==> src/osp_pkg.sv <==
`timescale 1ns / 1ps
// ----------------------------------------------------------------------------
// osp_pkg
// Shared types and constants of the one-shot sample player and mixer.
// ----------------------------------------------------------------------------
package osp_pkg;

    localparam int DEFAULT_SAMPLE_DEPTH = 65536;

    localparam int STEP_W   = 20;
    localparam int CHAN_W   = 2;
    localparam int FRAMES_W = 17;
    localparam int GAIN_W   = 16;
    localparam int SMP_W    = 16;
    localparam int CUR_W    = 32;
    localparam int BASE_W   = 17;   // frame index times stride, plus one
    localparam int APB_AW   = 4;
    localparam int APB_DW   = 32;

    localparam logic [STEP_W-1:0]   STEP_RESET   = 20'd65536;
    localparam logic [CHAN_W-1:0]   CHAN_RESET   = 2'd2;
    localparam logic [FRAMES_W-1:0] FRAMES_RESET = 17'd0;
    localparam logic [GAIN_W-1:0]   GAIN_RESET   = 16'd27853;   // 0.85 in Q15

    typedef enum logic [1:0] {
        OP_LOAD = 2'd0,
        OP_PLAY = 2'd1,
        OP_MIX  = 2'd2
    } op_t;

    typedef enum logic [1:0] {
        REG_STEP        = 2'd0,
        REG_CHANNELS    = 2'd1,
        REG_CLIP_FRAMES = 2'd2,
        REG_GAIN        = 2'd3
    } reg_idx_t;

    typedef struct packed {
        logic [STEP_W-1:0]   step;
        logic [CHAN_W-1:0]   chan;
        logic [FRAMES_W-1:0] clip;
        logic [GAIN_W-1:0]   gain;
    } osp_cfg_t;

    // per-frame control handed from the cursor to the mix pipeline
    typedef struct packed {
        logic hit;      // clip sample is added to this frame
        logic stereo;   // right side comes from the odd address
        logic still;    // clip still playing after this frame
    } osp_ctl_t;

endpackage

==> src/osp_cfg.sv <==
`timescale 1ns / 1ps
// ----------------------------------------------------------------------------
// osp_cfg
// APB register file: step, channel count, clip length and gain.
// ----------------------------------------------------------------------------
module osp_cfg
(
    input  logic                        clk,
    input  logic                        rst_n,
    input  logic                        psel,
    input  logic                        penable,
    input  logic                        pwrite,
    input  logic [osp_pkg::APB_AW-1:0]  paddr,
    input  logic [osp_pkg::APB_DW-1:0]  pwdata,
    output logic [osp_pkg::APB_DW-1:0]  prdata,
    output logic                        pready,
    output osp_pkg::osp_cfg_t           cfg
);
    import osp_pkg::*;

    logic [STEP_W-1:0]   step_reg;
    logic [CHAN_W-1:0]   chan_reg;
    logic [FRAMES_W-1:0] clip_reg;
    logic [GAIN_W-1:0]   gain_reg;
    logic                wr_en;
    reg_idx_t            idx;

    assign pready = 1'b1;
    assign wr_en  = psel && penable && pwrite;
    assign idx    = reg_idx_t'(paddr[3:2]);

    always_ff @(posedge clk or negedge rst_n)
    begin
        if (!rst_n)
        begin
            step_reg <= STEP_RESET;
            chan_reg <= CHAN_RESET;
            clip_reg <= FRAMES_RESET;
            gain_reg <= GAIN_RESET;
        end
        else if (wr_en)
        begin
            unique case (idx)
                REG_STEP:        step_reg <= pwdata[STEP_W-1:0];
                REG_CHANNELS:    chan_reg <= pwdata[CHAN_W-1:0];
                REG_CLIP_FRAMES: clip_reg <= pwdata[FRAMES_W-1:0];
                REG_GAIN:        gain_reg <= pwdata[GAIN_W-1:0];
                default:         ;
            endcase
        end
    end

    always_comb
    begin
        unique case (idx)
            REG_STEP:        prdata = APB_DW'(step_reg);
            REG_CHANNELS:    prdata = APB_DW'(chan_reg);
            REG_CLIP_FRAMES: prdata = APB_DW'(clip_reg);
            REG_GAIN:        prdata = APB_DW'(gain_reg);
            default:         prdata = '0;
        endcase
    end

    assign cfg.step = step_reg;
    assign cfg.chan = chan_reg;
    assign cfg.clip = clip_reg;
    assign cfg.gain = gain_reg;

endmodule

==> config.mk <==
export PLATFORM = sky130hd
export DESIGN_NAME = osp_cfg
export DESIGN_NICKNAME = d
export VERILOG_FILES = /design/src/osp_pkg.sv /design/src/osp_cfg.sv
export SDC_FILE = /design/constraint.sdc
export NUM_CORES = 1
export LEC_CHECK = 0
export CAP_MARGIN = 20
export CORE_MARGIN = 2
export CORE_UTILIZATION = 50
export CTS_BUF_LIST = sky130_fd_sc_hd__clkbuf_8
export DETAILED_ROUTE_END_ITERATION = 16
export DONT_BUFFER_PORTS = 1
export PLACE_DENSITY = 0.67
export SYNTH_ARGS = -nofsm -noshare
export SYNTH_HDL_FRONTEND = slang
export SYNTH_SLANG_ARGS = --single-unit
==> constraint.sdc <==
create_clock -name clk -period 1.04 [get_ports clk]
set_input_delay 0.156 -clock clk [delete_from_list [all_inputs] [get_ports clk]]
set_output_delay 0.156 -clock clk [all_outputs]
set_load 0.005 [all_outputs]
# ---- After elaboration in Yosys (flattened, before gate mapping)
# Cells that the tools add are included.
# Widths: inputs -> output; s select.
dict set report classes {
  n_eq_ne 3
  mux 1
  n_reduce_logical 7
}
# operator count
set ops {}
lappend ops {{$pmux 32 s4} 1}
lappend ops {{$reduce_and 2->1} 4}
lappend ops {{$eq 2x2->1 const B} 2}
lappend ops {{$eq 2x1->1 const B} 1}
lappend ops {{$logic_and 1x1->1} 2}
lappend ops {{$logic_not 2->1} 1}
dict set report totals {
  wordCells 15
  input_bits 41
  out_inout_bits 88
  regBits 55
}

# ---- Logic depth before layout (Yosys ltp)
dict set report depth {
  depth_word 3
  ltp_mapped 6
  depth_no_buf 3
}

# ---- Worst setup path before layout
# No wires, ideal clock.
dict set report synth_timing {
  path_kind {input to register}
  startpoint {input paddr[3] in the netlist's numbering}
  endpoint {register clip_reg[10]}
  t_arrival_ns 1.223
  path_stages 5
  path_slack_ns -0.307
  required_time_ns 0.915
  path_buffers 2
  setup_ns 0.125
  cell_sequence {buf_4 inv_2 nor3_4 buf_4 mux2_2}
}
dict set report synth_via {
  elab_chain_len 2
}
# element line_no
set synth_lines {}
lappend synth_lines {{start, declared} osp_cfg.sv:13} ;# input logic [osp_pkg::APB_AW-1:0] paddr,
lappend synth_lines {{$eq 2x2->1} osp_cfg.sv:43} ;# unique case (idx)
lappend synth_lines {{$reduce_and 2->1 (no source line)} --}
lappend synth_lines {{end signal, assigned} osp_cfg.sv:46} ;# REG_CLIP_FRAMES: clip_reg <= pwdata[FRAMES_W-1:0];
lappend synth_lines {{end, declared} osp_cfg.sv:23} ;# logic [FRAMES_W-1:0] clip_reg;
# No other way between the ends.
# A chain may end at the register's enable or synchronous reset.

# ---- Worst setup path after layout
dict set report layout_timing {
  startpoint {register gain_reg[1]}
  endpoint {output prdata[1] in the netlist's numbering}
}
dict set report layout_via {
  elab_chain_len 1
}
# element line_no
set layout_lines {}
lappend layout_lines {{start, declared} osp_cfg.sv:24} ;# logic [GAIN_W-1:0] gain_reg;
lappend layout_lines {{start signal, assigned} osp_cfg.sv:47} ;# REG_GAIN: gain_reg <= pwdata[GAIN_W-1:0];
lappend layout_lines {{$pmux 32 s4} osp_cfg.sv:55} ;# unique case (idx)
lappend layout_lines {{end, declared} osp_cfg.sv:15} ;# output logic [osp_pkg::APB_DW-1:0] prdata,
# No other way between the ends. The select of a mux whose other input is x is not followed.

==> impl_results.md <==
- Result of the run: finished with violations
- DP Area: 2790 µm²
- Sequential cell area: 1390 µm²
- Quantity of I/O buffers inserted on ports: 0
- Top cells by count, synth: 45 x mux2_2, 44 x dfrtp_1, 16 x buf_4
- Total half-perimeter wirelength after legalization and detailed placement: between 4000 and 5000 µm
- Cts bufs inserted: 5
- Die span in x: 76.2 µm
- Failing checks: negative hold slack, negative setup slack
- Class of the tightest hold or removal check: primary input to async pin
- First-pass GRT wire length: 9520 µm
- Cell area after synthesis: 2600 µm²
- DRT antenna net count: 0
- First-pass detailed-route iteration total: 4
- Number of flip-flops and latches in the synthesized netlist: 55
- Family of cells with the greatest summed delay on the critical path: multiplexers
- Net total in the final layout: 281
- Cell type with the largest total area after synthesis: dfrtp_1
- Distinct cells, synth: 21
- Clock latency reported for the late side of the worst-skew pair: between 0.2 and 0.3 ns
- Instance count of the mapped netlist: 192
- Final min period: 1.33 ns
- Max Clk Rate: 751 MHz
- Number of antenna violations at the first check in global routing: 0
- Final Max Tran Viols: 0
- Power density relative to cell area: about 1800 nW/µm²
- Crit share post-route: 1.28
- Peak ir drop on the vdd network: 0.000838 V
- CTS tree: done
- Average size of a mapped cell: 13.6 µm²
- Leakage component of the power: 1.49 nW
- Worst-path cell chain: mux4_2
- Core outline area: 5070 µm²
- Utilization after layout: 0.637
- Hold Slack: -0.454 ns
- Warning count from the yosys run: 0
- P&R area growth vs syn: 24.1%
- Startpoint type of the worst setup path: flip-flop
- Most frequent cell after synthesis: mux2_2
- Proportion of synthesized flip-flops having asynchronous set or reset: 1.00
- Number of fillers in the final layout: between 400 and 500
- Slowest CP cell: mux4_2
- RSZ-0062 raised after global routing: true
- Clock transition time at the flip-flop clock pins of the worst setup and hold paths: 0.09 ns
- Number of placement rows: 26
- Crit path arrival time: 1.17 ns
- GP Congestion: 0.763
- Leftover overflow at the end of global routing: 0
- GRT Resource Usage Total: 0.204
- Commonest register cell after synthesis: dfrtp_1
- Buffers from clock root to sink, at most: 2
- Leading cell types by total area after synthesis: dfrtp_1 42%, mux2_2 19%, dfstp_2 11%
- Crit end category: output pin
- Non-Filler Cell Area, Final: roughly 3200 µm²
- Area of the die: 5800 µm²
- Ratio of routed vias to standard cells: 5.29
- Setup TNS: -3.76 ns
- Crit path buffers/inverters: 0
- Chip height: 76.2 µm
- Flip-flop count of the largest register after layout: 20
- EDFF count, synth: 0
- Via count of the first global-routing pass: 1,797
- Final setup fails: 25
- Wire length per cell: 19.3 µm
- Max stage delay on crit path: 0.49 ns
- Number of failing hold endpoints at the final stage: 55
- Ant diodes: 0
- Largest net degree at the start of global routing: 56
- Number of max-capacitance violations reported: 0
- Power Total: 5.91 mW
- Initial core utilization: 0.513
- Data required time at the worst endpoint: 0.88 ns
- Highest fanout seen on the critical path: 2
- Start-to-end type of the worst setup path: flip-flop to output pin
- Total wire length: 5970 µm
- DR vias: 1,640
- Seq/Total Area, Yosys: 0.534
- Area fraction of the dominant cell type after synthesis: 0.423
- H-tree levels: 2
- Layout cells sized above 1: 0.450
- Multi-input gate area in the final layout: 1150 µm²
- Worst Slack Setup Final: -0.291 ns
- Drt initial violations: 69
- Clk Tree Root Cell: clkbuf_8
- Clock tree sinks: 55
- Largest clock skew in the final design: 0 ns
- I/O pin count: between 100 and 150
- Remaining DRCs: 0
layer usage:
layer  GRT usage  vias to the layer above  part of all wire
li1            -                      741                 -
met4      0.0455                        0            0.0062
met3      0.0675                        4             0.071
met2       0.353                       79              0.51
met5           0                        -                 0
met1       0.251                      816              0.41
cell families (layout without fill, tap and decap cells):
family	count (synthesis)	in the layout	share of synthesized area
other	2	13	0.00288
muxes	72	72	0.327
AOI/OAI and AO/OA	14	14	0.0269
DFF	55	55	0.534
and+or+nand+nor	25	25	0.0466
buffers and inverters	24	61	0.0629
cells in the final DEF (no fill, tap or decap), drive strengths merged, types with 3 or more instances in the layout:
cell	n
dfstp	11
clkbuf	5
conb	13
mux2	55
buf	28
nor2	3
mux2i	15
nand2	14
dfrtp	44
dlygate4sd3	25
o21ai	14
and2	3
final timing paths:
check	start	endpoint	slack, ns	cells after the start
min in group clk	pwdata[16]	step_reg[16]	0.02	1
worst max register to register	gain_reg[1]	gain_reg[1]	-0.07	4
max in group asynchronous	rst_n	gain_reg[11]	1.30	0
worst min-delay path	rst_n	clip_reg[7]	-0.45	0
worst max-delay path	gain_reg[1]	prdata[1]	-0.29	1
worst min register to register	clip_reg[10]	clip_reg[10]	0.57	1
repair_timing:
action / in CTS / in global routing
buffers inserted: 1 / 5
gates resized for setup: 20 / 8
pin swaps: 0 / 3
hold buffers: 15 / 10
endpoints found under the hold margin: 90 / 71
endpoints found under the setup margin: 22 / 32
metrics by stage:
step	worst slack (ns)	std cells
5_1_grt	-0.339	310
3_5_place_dp	-0.216	272
4_1_cts	-0.305	295
6_report	-0.291	310
3_3_place_gp	-0.143	272
2_1_floorplan	-0.199	203
cell type report:
class | count | area share
Sequential cell | 55 | 0.430
Multi-Input combinational cell | 124 | 0.354
Timing Repair Buffer | 53 | 0.154
Tap cell | 70 | 0.0271
Clock buffer | 5 | 0.0213
Clock inverter | 2 | 0.0104
Inverter | 1 | 0.00271
power by group:
group / internal (mW) / switching, mW
logic: 0.935 / 0.457
registers: 2.71 / 0.503
clock network: 0.696 / 0.610
(Power assumes the default switching activity.)
