File: src/osp_pkg.sv
`timescale 1ns / 1ps
// ----------------------------------------------------------------------------
// osp_pkg
// Shared types and constants of the one-shot sample player and mixer.
// ----------------------------------------------------------------------------
package osp_pkg;

    localparam int DEFAULT_SAMPLE_DEPTH = 65536;

    localparam int STEP_W   = 20;
    localparam int CHAN_W   = 2;
    localparam int FRAMES_W = 17;
    localparam int GAIN_W   = 16;
    localparam int SMP_W    = 16;
    localparam int CUR_W    = 32;
    localparam int BASE_W   = 17;   // frame index times stride, plus one
    localparam int APB_AW   = 4;
    localparam int APB_DW   = 32;

    localparam logic [STEP_W-1:0]   STEP_RESET   = 20'd65536;
    localparam logic [CHAN_W-1:0]   CHAN_RESET   = 2'd2;
    localparam logic [FRAMES_W-1:0] FRAMES_RESET = 17'd0;
    localparam logic [GAIN_W-1:0]   GAIN_RESET   = 16'd27853;   // 0.85 in Q15

    typedef enum logic [1:0] {
        OP_LOAD = 2'd0,
        OP_PLAY = 2'd1,
        OP_MIX  = 2'd2
    } op_t;

    typedef enum logic [1:0] {
        REG_STEP        = 2'd0,
        REG_CHANNELS    = 2'd1,
        REG_CLIP_FRAMES = 2'd2,
        REG_GAIN        = 2'd3
    } reg_idx_t;

    typedef struct packed {
        logic [STEP_W-1:0]   step;
        logic [CHAN_W-1:0]   chan;
        logic [FRAMES_W-1:0] clip;
        logic [GAIN_W-1:0]   gain;
    } osp_cfg_t;

    // per-frame control handed from the cursor to the mix pipeline
    typedef struct packed {
        logic hit;      // clip sample is added to this frame
        logic stereo;   // right side comes from the odd address
        logic still;    // clip still playing after this frame
    } osp_ctl_t;

endpackage

File: src/osp_cursor.sv
`timescale 1ns / 1ps
// ----------------------------------------------------------------------------
// osp_cursor
// 16.16 playback cursor, play flag and clip fetch address per mix item.
// ----------------------------------------------------------------------------
module osp_cursor
(
    input  logic                        clk,
    input  logic                        rst_n,
    input  logic                        acc,
    input  osp_pkg::op_t                op,
    input  osp_pkg::osp_cfg_t           cfg,
    output osp_pkg::osp_ctl_t           ctl,
    output logic [osp_pkg::BASE_W-1:0]  base
);
    import osp_pkg::*;

    logic [CUR_W-1:0] cursor_reg;
    logic [CUR_W-1:0] cursor_next;
    logic             playing_reg;
    logic             playing_next;
    logic [15:0]      frame;
    logic             end_hit;
    logic [CUR_W:0]   sum;

    assign frame   = cursor_reg[CUR_W-1:16];
    assign end_hit = {1'b0, frame} >= cfg.clip;
    assign sum     = {1'b0, cursor_reg} + (CUR_W+1)'(cfg.step);

    assign ctl.stereo = cfg.chan[1];
    assign ctl.hit    = playing_reg && !end_hit;
    assign ctl.still  = ctl.hit && !sum[CUR_W];
    assign base       = cfg.chan[1] ? {frame, 1'b0} : {1'b0, frame};

    always_comb
    begin
        cursor_next  = cursor_reg;
        playing_next = playing_reg;
        if (acc)
        begin
            unique case (op)
                OP_PLAY:
                begin
                    if (cfg.clip != '0)
                    begin
                        cursor_next  = '0;
                        playing_next = 1'b1;
                    end
                end
                OP_MIX:
                begin
                    if (playing_reg)
                    begin
                        // end of clip or cursor carry-out both stop playback
                        if (ctl.still)
                        begin
                            cursor_next = sum[CUR_W-1:0];
                        end
                        else
                        begin
                            cursor_next  = '0;
                            playing_next = 1'b0;
                        end
                    end
                end
                default: ;
            endcase
        end
    end

    always_ff @(posedge clk or negedge rst_n)
    begin
        if (!rst_n)
        begin
            cursor_reg  <= '0;
            playing_reg <= 1'b0;
        end
        else
        begin
            cursor_reg  <= cursor_next;
            playing_reg <= playing_next;
        end
    end

    a_idle_cursor_zero: assert property (@(posedge clk) disable iff (!rst_n)
        !playing_reg |-> cursor_reg == '0)
        else $error("cursor nonzero while idle");

    a_start_by_play: assert property (@(posedge clk) disable iff (!rst_n)
        $rose(playing_reg) |-> $past(acc && op == OP_PLAY))
        else $error("playback started without a play item");

    a_idle_no_hit: assert property (@(posedge clk) disable iff (!rst_n)
        !playing_reg |-> !ctl.hit && !ctl.still)
        else $error("clip fetch flagged while idle");

endmodule

File: config.mk
export PLATFORM = sky130hd
export DESIGN_NAME = osp_cursor
export DESIGN_NICKNAME = d
export VERILOG_FILES = /design/src/osp_pkg.sv /design/src/osp_cursor.sv
export SDC_FILE = /design/constraint.sdc
export NUM_CORES = 1
export LEC_CHECK = 0
export ABC_AREA = 1
export BUFFER_PORTS_ARGS = -buffer_cell sky130_fd_sc_hd__buf_2
export CORE_ASPECT_RATIO = 0.9
export CORE_MARGIN = 1
export CORE_UTILIZATION = 52
export CTS_BUF_LIST = sky130_fd_sc_hd__clkbuf_8
export DETAILED_ROUTE_END_ITERATION = 6
export GPL_ROUTABILITY_DRIVEN = 0
export PLACE_DENSITY_LB_ADDON = 0.2
export SYNTH_ARGS = -nofsm -noshare
export SYNTH_HDL_FRONTEND = slang
export SYNTH_SLANG_ARGS = --single-unit
File: constraint.sdc
create_clock -name clk -period 2.08 [get_ports clk]
set_input_delay 0.208 -clock clk [delete_from_list [all_inputs] [get_ports clk]]
set_output_delay 0.208 -clock clk [all_outputs]
set_load 0.05 [all_outputs]
After elaboration in Yosys (flattened, before gate mapping)
Cells that the tools add are included.
Widths: inputs -> output; s select.
Word-level totals
  bits in registers: 33
  bits in latches: 0
  memory bits (writable): 0
  bits in read-only memories: 0
  input port bits: 60
  output and inout bits: 20
  logic and storage cells: 25
  memories: 0
Cells by class
  add/subtract/negate cells: 1
  $mul: 0
  divide/modulo/power cells: 0
  magnitude comparators: 1
  equality and inequality tests: 4
  shift operators: 0
  multiplexer cells: 9
  bitwise operators: 0
  reductions and logical operators: 8
Operator list (count)
  $mux 32: 3
  $pmux 32 s2: 1
  $add 32x20->33: 1
  $ge 16x17->1: 1
  $mux 17: 1
  $reduce_bool 17->1: 1
  $ne 2x2->1 const B: 2
  $reduce_and 4->1: 1
  $mux 1: 3
  $reduce_and 3->1: 1
  $eq 2x1->1 const B: 1
  $eq 2x2->1 const B: 1
  $logic_and 1x1->1: 2
  $logic_not 1->1: 2
  $pmux 1 s2: 1
  $reduce_bool 2->1: 1

Longest topological paths before layout
  word-level depth: 7
  gate-level depth with buffers: 15
  depth with buffers taken out: 14

Worst setup path before layout
OpenSTA, ideal clock, no wires.
  path type: reg-to-output
  start: register cursor_reg[0]
  end: output port ctl[0] (netlist name)
  data arrival time: 1.973 ns
  required time: 1.872 ns
  slack: -0.101 ns
  stages on the path, launching flop included: 12
  path buffers: 0
  path through: dfrtp_1 -> ha_1 -> fa_1 -> nand2_1 -> nand2_1 -> nand3_2 -> nand2_4 -> nand2_1 -> nand3_2 -> nand2_2 -> nand2_4 -> inv_1
RTL lines
  from (decl): line osp_cursor.sv:18  | logic [CUR_W-1:0] cursor_reg;
  from (signal assigned): line osp_cursor.sv:80  | cursor_reg <= cursor_next;
  to (decl): line osp_cursor.sv:13  | output osp_pkg::osp_ctl_t ctl,

==> flow_summary.json <==
{
  "rows": 29,
  "ys_seq_area_share_pct": 21.4,
  "final_cell_mix": "nand2_1 (217), inv_1 (92), buf_2 (60), buf_4 (55), nor2_1 (48)",
  "finClkSkew_ps": 7.06,
  "clockBufferDepth": 2,
  "nFillCells": 578,
  "start_util_pct": 54.3,
  "required_ps": 1870,
  "tns_ps": -3650,
  "synthDistinctLibCells": 37,
  "final_common_cell": "nand2_1",
  "insertedDiodeCount": 0,
  "pin_count": 80,
  "largest_reg_flops": 32,
  "antenna_found_initial": 0,
  "vias": 4535,
  "overflow": 0,
  "synth_top_area_share_pct": 23.2,
  "grt_pass1_vias": 4074,
  "setup_viol": 25,
  "yosysTopAreaCell": "nand2_1",
  "worstPathArrival_ps": 2100,
  "drt-vias-per-instance": 5.35,
  "synth_compound_area_share_pct": 9.73,
  "grt_setup_unrepaired": "yes",
  "synthAdderAreaFrac_pct": 12.2,
  "fin_cells": 848,
  "yosys.area_share.simple_pct": 42.1,
  "critPathKind": "reg2out",
  "whs_ps": -17.9,
  "routedWlPerCell_um": 14.4,
  "worstPathMaxFanout": 3,
  "peakVddDrop_mv": 0.442,
  "synth-seq-cells": 33,
  "hpwlAfterDp_mm": 9.09,
  "muxShareOfSynthArea_pct": 0,
  "synth_top_flop_cell": "dfrtp_1",
  "cts_tree": "yes",
  "yosysWarnings": 0,
  "period_minus_slack_ps": 2300,
  "synthArstFlopShare_pct": 100,
  "grt_usage_pct": 31.2,
  "clk_latency_ps": 310,
  "syn-num-nets": 732,
  "drtIter0Drc": 412,
  "grt_pass1_wl_mm": 19.1,
  "finalMaxSlewViolations": 0,
  "synth-xor-area-share_pct": 3.63,
  "die_x_um": 92.8,
  "status": "complete, but fails checks",
  "synth_edf_count": 0,
  "cp-end-kind": "primary output",
  "tritoncts.num_buffers": 5,
  "fmax_ghz": 0.434,
  "leakage_nw": 2.96,
  "synth_area_leaders": "nand2_1 (23%), dfrtp_1 (21%), ha_1 (12%)",
  "relSlewSlack_pct": 46.7,
  "syn_inst": 635,
  "cts_root_buffer": "clkbuf_8",
  "finalCritPeriodShare_pct": 111,
  "path_clk_slew_ps": 80,
  "startpoint_type": "register",
  "htreeDepth": 2,
  "startpoint": "cursor_reg[0]",
  "power_density_nw_per_um2": 577,
  "layout_setup_ws_ps": -225,
  "syn_avg_cell_area_um2": 6.08,
  "grt_max_degree": 34,
  "syn2layout_area_growth_pct": 36.3,
  "layout.nets": 851,
  "drt-total-wl_mm": 12.2,
  "maxCapViolations": 0,
  "die_y_um": 83.7,
  "synth_top_family_by_area": "simple AND/OR/NAND/NOR gates",
  "clkSinkCount": 33,
  "fp.dieArea_um2": 7770,
  "drc_errors": 0,
  "ant_nets": 0,
  "port_buffers": 62,
  "hp-class": "in2async",
  "core_area_um2": 7110,
  "worstMarginPinSlew_ps": 800,
  "failed_checks": "negative hold slack, negative setup slack",
  "syn-cell-area_um2": 3860,
  "dr.pass1.iters": 5,
  "hold_violations": 27,
  "drive_gt1_share_pct": 30.2,
  "total_power_mw": 3.04,
  "r2r_start": "cursor_reg[0]",
  "placed_cells": 823
}
[cell families after synthesis]
family | count (synthesis)
and+or+nand+nor | 383
buffers and inverters | 105
AOI/OAI and AO/OA | 61
adders and majority gates | 37
DFF | 33
xor gates and xnor gates | 16
[stage by stage]
stage,hold slack (ps),setup slack (ps),utilization [%],cell area (um^2)
finish,-17.9,-225,74.0,5260
CTS,9.57,-249,68.9,4900
global placement,333,-148,64.0,4550
global route,47.9,-316,74.0,5260
floorplan,-87.6,-3.43,-,3860
detailed placement,339,-181,64.0,4550
[final cells by class]
class | count | area (um^2) | area share (%)
clock inverters | 2 | 37.5 | 0.713
clock buffers | 6 | 82.6 | 1.57
multi-input cells | 497 | 3020 | 57.3
flip-flops and latches | 33 | 827 | 15.7
repair buffers | 121 | 811 | 15.4
well taps | 93 | 116 | 2.21
inverters | 96 | 372 | 7.06
[metal layers]
metal | vias up | part of all wire [%] | global-route usage (%)
met3 | 24 | 7.4 | 4.92
met5 | - | 0 | 0
li1 | 2222 | - | -
met2 | 184 | 44 | 47.0
met4 | 0 | 2.0 | 10.2
met1 | 2105 | 46 | 45.1
[critical path, stage by stage (launching register included)]
cell	delay, ps
dfrtp_1	390
ha_2	180
fa_2	360
nand2_2	90
nand2_2	70
nand3_2	90
nand2_4	70
nand2_4	80
nand3_4	100
nand2_4	80
nand2_4	60
clkinvlp_4	80
buf_8	140
[synth_stat cells, types with 3 or more instances]
library cell / n
nand2_1: 239
nand3_2: 4
o21ai_0: 25
o21ai_2: 3
nand4_1: 3
ha_1: 36
xnor2_1: 3
inv_1: 94
nand2_2: 12
a21oi_1: 20
nand3_1: 43
o21bai_1: 5
nor2_2: 3
xor2_1: 13
a21oi_4: 3
nor3_1: 8
clkbuf_1: 4
nor2_1: 62
dfrtp_1: 33
[timing repair]
item                                   CTS  global route
gates cloned                             0             2
endpoints found under the hold margin    0             0
setup endpoints to repair               34            35
setup buffers                           10             6
resized for setup                       38            61
pin swaps                               14            23
hold buffers                             0             0
[worst paths after layout]
check                                 end  slack [ps]  cells past startpoint
setup / recovery                   ctl[0]        -220                     12
hold / removal              cursor_reg[3]         -20                      1
setup reg to reg           cursor_reg[16]        -180                     15
hold reg to reg             cursor_reg[4]         490                      2
max in group asynchronous  cursor_reg[17]        1550                      1
min in group clk              playing_reg         120                      2
[power breakdown]
| part | leakage (nW) | switching (mW) | internal (mW) | total (mW) |
|---|---|---|---|---|
| combinational | 2.46 | 0.936 | 0.644 | 1.58 |
| clock | 0.0574 | 0.278 | 0.390 | 0.668 |
| sequential | 0.445 | 0.0752 | 0.713 | 0.788 |
| total | 2.96 | 1.29 | 1.75 | 3.04 |
No activity file was read; power rests on OpenSTA's default activity.
