<file path="src/osp_pkg.sv">
`timescale 1ns / 1ps
// ----------------------------------------------------------------------------
// osp_pkg
// Shared types and constants of the one-shot sample player and mixer.
// ----------------------------------------------------------------------------
package osp_pkg;

    localparam int DEFAULT_SAMPLE_DEPTH = 65536;

    localparam int STEP_W   = 20;
    localparam int CHAN_W   = 2;
    localparam int FRAMES_W = 17;
    localparam int GAIN_W   = 16;
    localparam int SMP_W    = 16;
    localparam int CUR_W    = 32;
    localparam int BASE_W   = 17;   // frame index times stride, plus one
    localparam int APB_AW   = 4;
    localparam int APB_DW   = 32;

    localparam logic [STEP_W-1:0]   STEP_RESET   = 20'd65536;
    localparam logic [CHAN_W-1:0]   CHAN_RESET   = 2'd2;
    localparam logic [FRAMES_W-1:0] FRAMES_RESET = 17'd0;
    localparam logic [GAIN_W-1:0]   GAIN_RESET   = 16'd27853;   // 0.85 in Q15

    typedef enum logic [1:0] {
        OP_LOAD = 2'd0,
        OP_PLAY = 2'd1,
        OP_MIX  = 2'd2
    } op_t;

    typedef enum logic [1:0] {
        REG_STEP        = 2'd0,
        REG_CHANNELS    = 2'd1,
        REG_CLIP_FRAMES = 2'd2,
        REG_GAIN        = 2'd3
    } reg_idx_t;

    typedef struct packed {
        logic [STEP_W-1:0]   step;
        logic [CHAN_W-1:0]   chan;
        logic [FRAMES_W-1:0] clip;
        logic [GAIN_W-1:0]   gain;
    } osp_cfg_t;

    // per-frame control handed from the cursor to the mix pipeline
    typedef struct packed {
        logic hit;      // clip sample is added to this frame
        logic stereo;   // right side comes from the odd address
        logic still;    // clip still playing after this frame
    } osp_ctl_t;

endpackage

</file>
<file path="src/osp_mix.sv">
`timescale 1ns / 1ps
// ----------------------------------------------------------------------------
// osp_mix
// Gain multiply, truncation toward zero, add and saturate; output register.
// ----------------------------------------------------------------------------
module osp_mix
(
    input  logic                        clk,
    input  logic                        rst_n,
    input  logic                        mix_acc,
    input  osp_pkg::osp_ctl_t           ctl,
    input  logic [osp_pkg::SMP_W-1:0]   in_left,
    input  logic [osp_pkg::SMP_W-1:0]   in_right,
    input  logic [osp_pkg::SMP_W-1:0]   rd_a,
    input  logic [osp_pkg::SMP_W-1:0]   rd_b,
    input  logic [osp_pkg::GAIN_W-1:0]  gain,
    output logic                        ready,
    output logic                        out_valid,
    input  logic                        out_ready,
    output logic [osp_pkg::SMP_W-1:0]   out_left,
    output logic [osp_pkg::SMP_W-1:0]   out_right,
    output logic                        still_playing
);
    import osp_pkg::*;

    // stage 1: control and stream frame, aligned with the memory read data
    logic              s1_v_reg;
    osp_ctl_t          s1_ctl_reg;
    logic [SMP_W-1:0]  s1_l_reg;
    logic [SMP_W-1:0]  s1_r_reg;
    // stage 2: products
    logic              s2_v_reg;
    logic              s2_still_reg;
    logic signed [31:0] s2_pl_reg;
    logic signed [31:0] s2_pr_reg;
    logic [SMP_W-1:0]  s2_l_reg;
    logic [SMP_W-1:0]  s2_r_reg;
    // stage 3: result
    logic              o_v_reg;
    logic [SMP_W-1:0]  o_l_reg;
    logic [SMP_W-1:0]  o_r_reg;
    logic              o_still_reg;

    logic              o_en;
    logic              s2_en;
    logic              s1_en;
    logic signed [SMP_W-1:0] smp_l;
    logic signed [SMP_W-1:0] smp_r;
    logic signed [16:0] gain_s;
    logic signed [32:0] pl_full;
    logic signed [32:0] pr_full;
    logic [SMP_W-1:0]  mix_l;
    logic [SMP_W-1:0]  mix_r;

    function automatic logic [SMP_W-1:0] mix_sat(input logic signed [31:0] p,
                                                 input logic [SMP_W-1:0] x);
        logic signed [31:0] adj;
        logic signed [16:0] q;
        logic signed [17:0] s;
        // bias negatives so the arithmetic shift truncates toward zero
        adj = p + (p[31] ? 32'sd32767 : 32'sd0);
        q   = adj[31:15];
        s   = {{2{x[SMP_W-1]}}, x} + {q[16], q};
        if (s > 18'sd32767)
        begin
            mix_sat = 16'h7FFF;
        end
        else if (s < -18'sd32768)
        begin
            mix_sat = 16'h8000;
        end
        else
        begin
            mix_sat = s[SMP_W-1:0];
        end
    endfunction

    assign o_en  = !o_v_reg || out_ready;
    assign s2_en = !s2_v_reg || o_en;
    assign s1_en = !s1_v_reg || s2_en;
    assign ready = s1_en;

    assign smp_l   = s1_ctl_reg.hit ? signed'(rd_a) : '0;
    assign smp_r   = !s1_ctl_reg.hit ? '0 : (s1_ctl_reg.stereo ? signed'(rd_b) : signed'(rd_a));
    assign gain_s  = signed'({1'b0, gain});
    assign pl_full = smp_l * gain_s;
    assign pr_full = smp_r * gain_s;

    assign mix_l = mix_sat(s2_pl_reg, s2_l_reg);
    assign mix_r = mix_sat(s2_pr_reg, s2_r_reg);

    always_ff @(posedge clk or negedge rst_n)
    begin
        if (!rst_n)
        begin
            s1_v_reg <= 1'b0;
            s2_v_reg <= 1'b0;
            o_v_reg  <= 1'b0;
        end
        else
        begin
            if (s1_en)
            begin
                s1_v_reg <= mix_acc;
            end
            if (s2_en)
            begin
                s2_v_reg <= s1_v_reg;
            end
            if (o_en)
            begin
                o_v_reg <= s2_v_reg;
            end
        end
    end

    always_ff @(posedge clk)
    begin
        if (s1_en && mix_acc)
        begin
            s1_ctl_reg <= ctl;
            s1_l_reg   <= in_left;
            s1_r_reg   <= in_right;
        end
        if (s2_en && s1_v_reg)
        begin
            s2_still_reg <= s1_ctl_reg.still;
            s2_pl_reg    <= pl_full[31:0];
            s2_pr_reg    <= pr_full[31:0];
            s2_l_reg     <= s1_l_reg;
            s2_r_reg     <= s1_r_reg;
        end
        if (o_en && s2_v_reg)
        begin
            o_l_reg     <= mix_l;
            o_r_reg     <= mix_r;
            o_still_reg <= s2_still_reg;
        end
    end

    assign out_valid     = o_v_reg;
    assign out_left      = o_l_reg;
    assign out_right     = o_r_reg;
    assign still_playing = o_still_reg;

    a_miss_not_still: assert property (@(posedge clk) disable iff (!rst_n)
        s1_v_reg && !s1_ctl_reg.hit |-> !s1_ctl_reg.still)
        else $error("still_playing set on a pass-through frame");

    a_miss_zero_prod: assert property (@(posedge clk) disable iff (!rst_n)
        s2_en && s1_v_reg && !s1_ctl_reg.hit |=> s2_pl_reg == '0 && s2_pr_reg == '0)
        else $error("clip product nonzero on a pass-through frame");

    a_out_hold: assert property (@(posedge clk) disable iff (!rst_n)
        out_valid && !out_ready |=> out_valid && $stable({o_l_reg, o_r_reg, o_still_reg}))
        else $error("result changed while stalled");

endmodule

</file>
<file path="config.mk">
export PLATFORM = sky130hd
export DESIGN_NAME = osp_mix
export DESIGN_NICKNAME = d
export VERILOG_FILES = /design/src/osp_pkg.sv /design/src/osp_mix.sv
export SDC_FILE = /design/constraint.sdc
export NUM_CORES = 2
export LEC_CHECK = 0
export BUFFER_PORTS_ARGS = -buffer_cell sky130_fd_sc_hd__buf_2
export CORE_ASPECT_RATIO = 0.75
export CORE_MARGIN = 2
export CORE_UTILIZATION = 55
export CTS_CLUSTER_SIZE = 30
export DETAILED_ROUTE_END_ITERATION = 16
export PLACE_DENSITY_LB_ADDON = 0.15
export RECOVER_POWER = 100
export SLEW_MARGIN = 30
export SYNTH_ARGS = -nofsm -noshare
export SYNTH_HDL_FRONTEND = slang
export SYNTH_SLANG_ARGS = --single-unit
export TNS_END_PERCENT = 10
</file>
<file path="constraint.sdc">
create_clock -name clk -period 9.12 [get_ports clk]
set_input_delay 2.736 -clock clk [delete_from_list [all_inputs] [get_ports clk]]
set_output_delay 2.736 -clock clk [all_outputs]
set_load 0.005 [all_outputs]
</file>
## Word level (Yosys, flattened, before mapping)

Cells that the tools add are included.

| storage, ports and cells | value |
|---|---|
| input bits | 87 |
| flip-flop bits (word level) | 168 |
| output and inout bits | 35 |
| logic and storage cells | 42 |

| operators by class | value |
|---|---|
| reduce and logical (&&, ||, !) cells | 9 |
| mux-type cells | 7 |
| order comparisons | 4 |
| multipliers | 2 |
| add/sub/neg operators | 4 |

Operators by type and width:

| kind | count |
|---|---|
| $mux W16 | 5 |
| $add A32 B16 Y32 | 2 |
| $mul A16 B17 Y32 | 2 |
| $add A16 B17 Y18 | 2 |
| $gt A18 B16 Y1 const B | 2 |
| $lt A18 B16 Y1 const B | 2 |
| $mux W15 | 2 |
| $logic_and A1 B1 Y1 | 3 |
| $logic_not A1 Y1 | 3 |
| $logic_or A1 B1 Y1 | 3 |

## Depth between registers and ports, before layout

| depth | value |
|---|---|
| word-level depth | 5 |
| gate-level depth with buffers | 27 |

## Least setup slack after synthesis

No wires, ideal clock.

| timing | value |
|---|---|
| path type | input to register |
| start | in rd_b[1] in the netlist's numbering |
| end | reg s2_pr_reg[30], data pin |
| setup slack | 245 ps |
| required time | 8862 ps |
| arrival time | 8617 ps |
| cell stages on the path | 21 |
| cell sequence | mux2i_1 > nor2b_1 > clkbuf_1 > nand2_1 > fa_1 > fa_1 > fa_1 > inv_1 > fa_1 > fa_1 > fa_1 > ha_1 > a21oi_1 > a21boi_0 > o311ai_1 > o311ai_1 > a2111oi_0 > o21ai_1 > a31o_2 > a21oi_1 > xnor2_1 |

| between the ends | value |
|---|---|
| cells in the longest elaborated chain, start to end | 3 |

Ends and longest elaborated chain:

| what | RTL line | source |
|---|---|---|
| start, declared | osp_mix.sv:15 | `input logic [osp_pkg::SMP_W-1:0] rd_b,` |
| $mux W16 (2 in a row) | osp_mix.sv:84 | `assign smp_r = !s1_ctl_reg.hit ? '0 : (s1_ctl_reg.stereo ? signed'(rd_b) : signed'(rd_a));` |
| $mul A16 B17 Y32 | osp_mix.sv:87 | `assign pr_full = smp_r * gain_s;` |
| net pr_full[30] | osp_mix.sv:51 | `logic signed [32:0] pr_full;` |
| end signal, assigned | osp_mix.sv:129 | `s2_pr_reg <= pr_full[31:0];` |
| end, declared | osp_mix.sv:35 | `logic signed [31:0] s2_pr_reg;` |

The timed path passes the listed nets, and every way through them passes these cells.
A chain may end at the register's enable or synchronous reset.

## Worst setup path in the final report

| timing | value |
|---|---|
| start | in rd_a[1] in the netlist's numbering |
| end | reg s2_pl_reg[30], data pin |

| between the ends | value |
|---|---|
| cells in the longest elaborated chain, start to end | 2 |

Ends and longest elaborated chain:

| what | RTL line | source |
|---|---|---|
| start, declared | osp_mix.sv:14 | `input logic [osp_pkg::SMP_W-1:0] rd_a,` |
| $mux W16 | osp_mix.sv:83 | `assign smp_l = s1_ctl_reg.hit ? signed'(rd_a) : '0;` |
| $mul A16 B17 Y32 | osp_mix.sv:86 | `assign pl_full = smp_l * gain_s;` |
| net pl_full[30] | osp_mix.sv:50 | `logic signed [32:0] pl_full;` |
| end signal, assigned | osp_mix.sv:128 | `s2_pl_reg <= pl_full[31:0];` |
| end, declared | osp_mix.sv:34 | `logic signed [31:0] s2_pl_reg;` |

The timed path passes the listed nets, and every way through them passes these cells.

==> flow_metrics.py <==
metrics = {
    "sta": {
        "hold_viol_final": 0,
        "finClkSkew_ns": 0.0175,
        "max_clock_freq_mhz": 114,
        "post_layout_min_period_ns": 8.79,
        "report.final.setup_viol": 0,
        "finalMaxSlewViolations": 170,
        "max-slew-margin-rel_pct": -126,
        "fin_crit_sh_pct": 96.4,
        "max_slew.worst_pin.slew_ns": 3.39,
        "post-route-worst-setup-slack_ns": 0.327,
        "rsz0062_at_grt": "no",
    },
    "logic_synthesis": {
        "synth-edff-count": 165,
        "synthesis.area_um2": 25800,
        "synth-warning-count": 0,
        "synth.ff_latch_count": 168,
        "synthCells": 2633,
        "postSynth.asyncResetShare_pct": 1.79,
        "sequential_to_total_area_share_from_yosys_stat_pct": 19.5,
        "synth_nets": 3406,
        "syn_avg_cell_area_um2": 9.79,
        "netlist-cell-type-count": 71,
        "postSynth.topFlopCell": "sky130_fd_sc_hd__edfxtp_1",
    },
    "routing": {
        "via_count": 19000,
        "totalWireLength_mm": 64.0,
        "initialDrtViolationCount": 1051,
        "count_of_nets_left_with_antenna_violations_after_detail_routing": 0,
        "route.detailed.wl_per_inst_um": 18.5,
        "post_drt_via_cell_ratio": 5.50,
        "drt-pass1-iter-count": 5,
        "drcViolationCount": 0,
    },
    "final_layout": {
        "postLayoutCoreUtil_pct": 61.9,
        "drive_gt1_share_pct": 11.1,
        "flow.area_growth_from_synthesis_pct": 10.8,
        "final.fill_count": 3944,
        "design.final.nets": 3583,
        "insertedDiodeCount": 0,
        "final_cell_area_um2": 28600,
    },
    "grt": {
        "grt_antenna_before_repair": 1,
        "vias_in_the_first_global_route": 20000,
        "grt_use_total_pct": 27.8,
        "grt_first_pass_wirelength_mm": 104,
        "largest_net_degree_at_the_start_of_global_routing": 154,
        "globalRoute.totalOverflow": 0,
    },
    "die": {
        "std_cell_rows": 68,
        "die_y_um": 191,
        "die_x_um": 254,
        "start_util_pct": 55.9,
        "die_area_um2": 48600,
        "ioPinCount": 122,
        "floorplan.core_area_um2": 46100,
    },
    "setup_path": {
        "worstPathArrival_ns": 9.01,
        "reg2reg_from": "s1_ctl_reg[1]",
        "reg2reg_depth": 25,
        "worst-endpoint-required_ns": 9.34,
        "critPathMaxFanout": 10,
        "criticalPathCategory": "input pin to register",
        "critical_path.endpoint_type": "register",
        "regToRegEndpoint": "s2_pr_reg[31]",
        "cp-start-kind": "input pin",
        "r2r_setup_slack_ns": 1.62,
    },
    "placement": {
        "dpl.hpwl_mm": 53.1,
        "place_worst_setup_slack_ns": -0.376,
        "gp_routability_congestion": 0.942,
        "post_dp_cell_area_um2": 28000,
        "placement.io_buffers": 121,
    },
    "pwr": {
        "power.leakage_nw": 14.5,
        "p_seq_share_pct": 18.9,
        "cell_internal_pwr_mw": 4.11,
        "total_power_mw": 7.41,
        "irDropWorstVdd_uv": 236,
        "p_clk_share_pct": 10.2,
        "p_comb_share_pct": 70.9,
        "sw_frac_of_total_pct": 44.5,
        "psw_mw": 3.30,
        "powerDensity_nw_per_um2": 259,
    },
    "clock_tree": {
        "tritoncts": "done",
        "cts.sinks": 168,
        "cts_hold_fix_bufs": 0,
        "clk_latency_ns": 0.47,
        "root_buffer": "sky130_fd_sc_hd__clkbuf_16",
        "ctsHtreeMaxLevel": 4,
        "clk_path_buf_depth": 2,
        "clkSlewWorstSetupHoldPaths_ns": 0.07,
        "cts_bufs_inserted": 17,
        "cts_setup_buffers": 0,
        "ctsResizeCount": 0,
    },
    "run_status": {
        "violations": "max-capacitance violations, max-slew violations",
        "result_of_the_run": "complete, but fails checks",
    },
    "min_path": {
        "min-delay-start": "s1_l_reg[0]",
        "worst_hold_path.endpoint": "s2_l_reg[0]",
        "timing.hold.worst.class": "register to register",
        "worst_hold_path.num_cells": 0,
    },
    "run": {
        "max_cap_violations": 4,
    },
}
-- through the flow --
step,hold WS (ns),TNS [ns],std cells
5_1_grt,0.423,0,3453
4_1_cts,0.415,0,3453
3_5_place_dp,0.405,-1.65,3421
2_1_floorplan,0.400,0,2633
3_3_place_gp,0.403,-0.196,3421
6_report,0.413,0,3453
-- power by group through the flow --
stage | logic [mW] | clock network, mW | registers, mW
after floorplan | 3.66 | 0 | 1.39
after global placement | 5.07 | 0 | 1.40
after detailed placement | 5.19 | 0 | 1.41
after CTS | 5.28 | 0.774 | 1.40
after global routing | 5.95 | 0.800 | 1.43
final | 5.25 | 0.756 | 1.40
-- worst max-delay path, cell delays in order --
cell and delay, ns:
sky130_fd_sc_hd__clkbuf_1 0.10, sky130_fd_sc_hd__buf_4 0.20, sky130_fd_sc_hd__and2_2 0.27, sky130_fd_sc_hd__nand2_1 0.10, sky130_fd_sc_hd__fa_1 0.52, sky130_fd_sc_hd__fa_1 0.58
sky130_fd_sc_hd__fa_1 0.45, sky130_fd_sc_hd__fa_1 0.57, sky130_fd_sc_hd__inv_1 0.06, sky130_fd_sc_hd__fa_1 0.47, sky130_fd_sc_hd__inv_1 0.05, sky130_fd_sc_hd__fa_1 0.47
sky130_fd_sc_hd__inv_1 0.04, sky130_fd_sc_hd__ha_1 0.31, sky130_fd_sc_hd__and3_1 0.21, sky130_fd_sc_hd__a221oi_1 0.29, sky130_fd_sc_hd__nor2b_1 0.11, sky130_fd_sc_hd__or3b_2 0.48
sky130_fd_sc_hd__o21ai_1 0.15, sky130_fd_sc_hd__buf_4 0.15, sky130_fd_sc_hd__nand4_1 0.14, sky130_fd_sc_hd__a31o_2 0.28, sky130_fd_sc_hd__a21oi_1 0.17, sky130_fd_sc_hd__xnor2_1 0.08
-- cell type report --
type	count	area, um^2	area share, %
clock inverters	15	163	0.570
inverters	480	1800	6.31
multi-input cells	1873	18500	64.8
well taps	630	788	2.76
repair buffers	270	1830	6.41
clock buffers	17	425	1.49
flip-flops and latches	168	5030	17.6
-- cells in the final DEF (no fill, tap or decap), types with 9 or more instances in the layout --
cell	Yosys	final
sky130_fd_sc_hd__and2_0	0	9
sky130_fd_sc_hd__fa_1	390	390
sky130_fd_sc_hd__clkbuf_16	0	17
sky130_fd_sc_hd__buf_2	4	101
sky130_fd_sc_hd__nor3_1	15	15
sky130_fd_sc_hd__xnor2_1	85	85
sky130_fd_sc_hd__nand4_1	14	14
sky130_fd_sc_hd__buf_12	0	12
sky130_fd_sc_hd__mux2i_1	15	15
sky130_fd_sc_hd__a31oi_1	10	10
sky130_fd_sc_hd__a211oi_1	12	12
sky130_fd_sc_hd__edfxtp_1	165	165
sky130_fd_sc_hd__ha_1	296	296
sky130_fd_sc_hd__and2_1	137	127
sky130_fd_sc_hd__nand2_1	294	294
sky130_fd_sc_hd__inv_1	480	480
sky130_fd_sc_hd__nor2b_1	20	19
sky130_fd_sc_hd__nand3_1	19	19
sky130_fd_sc_hd__or2_2	19	19
sky130_fd_sc_hd__nand2b_1	17	17
sky130_fd_sc_hd__o21a_1	21	21
sky130_fd_sc_hd__o21bai_1	10	11
sky130_fd_sc_hd__a21oi_1	68	69
sky130_fd_sc_hd__nor2_1	73	73
sky130_fd_sc_hd__buf_4	0	130
sky130_fd_sc_hd__clkbuf_1	106	24
sky130_fd_sc_hd__a21o_1	77	77
sky130_fd_sc_hd__xor2_1	29	29
sky130_fd_sc_hd__o21ai_0	40	41
sky130_fd_sc_hd__and3_1	134	134
-- Yosys cell counts (29+ instances only) --
cell                       number  area, um^2
sky130_fd_sc_hd__inv_1        480        1800
sky130_fd_sc_hd__xor2_1        29         254
sky130_fd_sc_hd__ha_1         296        3700
sky130_fd_sc_hd__clkbuf_1     106         398
sky130_fd_sc_hd__and3_1       134         838
sky130_fd_sc_hd__xnor2_1       85         744
sky130_fd_sc_hd__o21ai_0       40         200
sky130_fd_sc_hd__nor2_1        73         274
sky130_fd_sc_hd__fa_1         390        7810
sky130_fd_sc_hd__a21oi_1       68         340
sky130_fd_sc_hd__and2_1       137         857
sky130_fd_sc_hd__a21o_1        77         578
sky130_fd_sc_hd__nand2_1      294        1100
sky130_fd_sc_hd__edfxtp_1     165        4950
-- routing by layer --
metal  vias to the layer above  routed length, um  GRT usage [%]
met2                       640              26700           40.7
met1                      9503              30400           41.1
met5                         -                  0              0
met3                        50               6400           8.76
li1                       8809                  -              -
met4                         0                589           4.28
-- how the worst max path moves through the flow --
stage / from / end / slack, ns / depth (start not counted)
2_1_floorplan: rd_b[1] / s2_pr_reg[30] / 0.25 / 21
3_3_place_gp: rd_a[1] / s2_pr_reg[30] / -0.14 / 22
3_5_place_dp: rd_a[1] / s2_pr_reg[30] / -0.38 / 22
4_1_cts: rd_a[1] / s2_pr_reg[30] / 0.13 / 22
5_1_grt: rd_a[9] / s2_pr_reg[30] / 0.03 / 25
6_report: rd_a[1] / s2_pl_reg[30] / 0.33 / 24
-- cells by family (layout without fill, tap and decap cells) --
group | Yosys count | count (layout) | synth area share, %
mux | 16 | 16 | 0.626
simple gates | 765 | 765 | 15.0
flops | 168 | 168 | 19.5
compound gates | 292 | 292 | 7.67
xor+xnor | 114 | 114 | 3.87
fa+ha+maj | 686 | 686 | 44.7
buf+inv | 592 | 782 | 8.67
No activity file was read; power rests on OpenSTA's default activity.
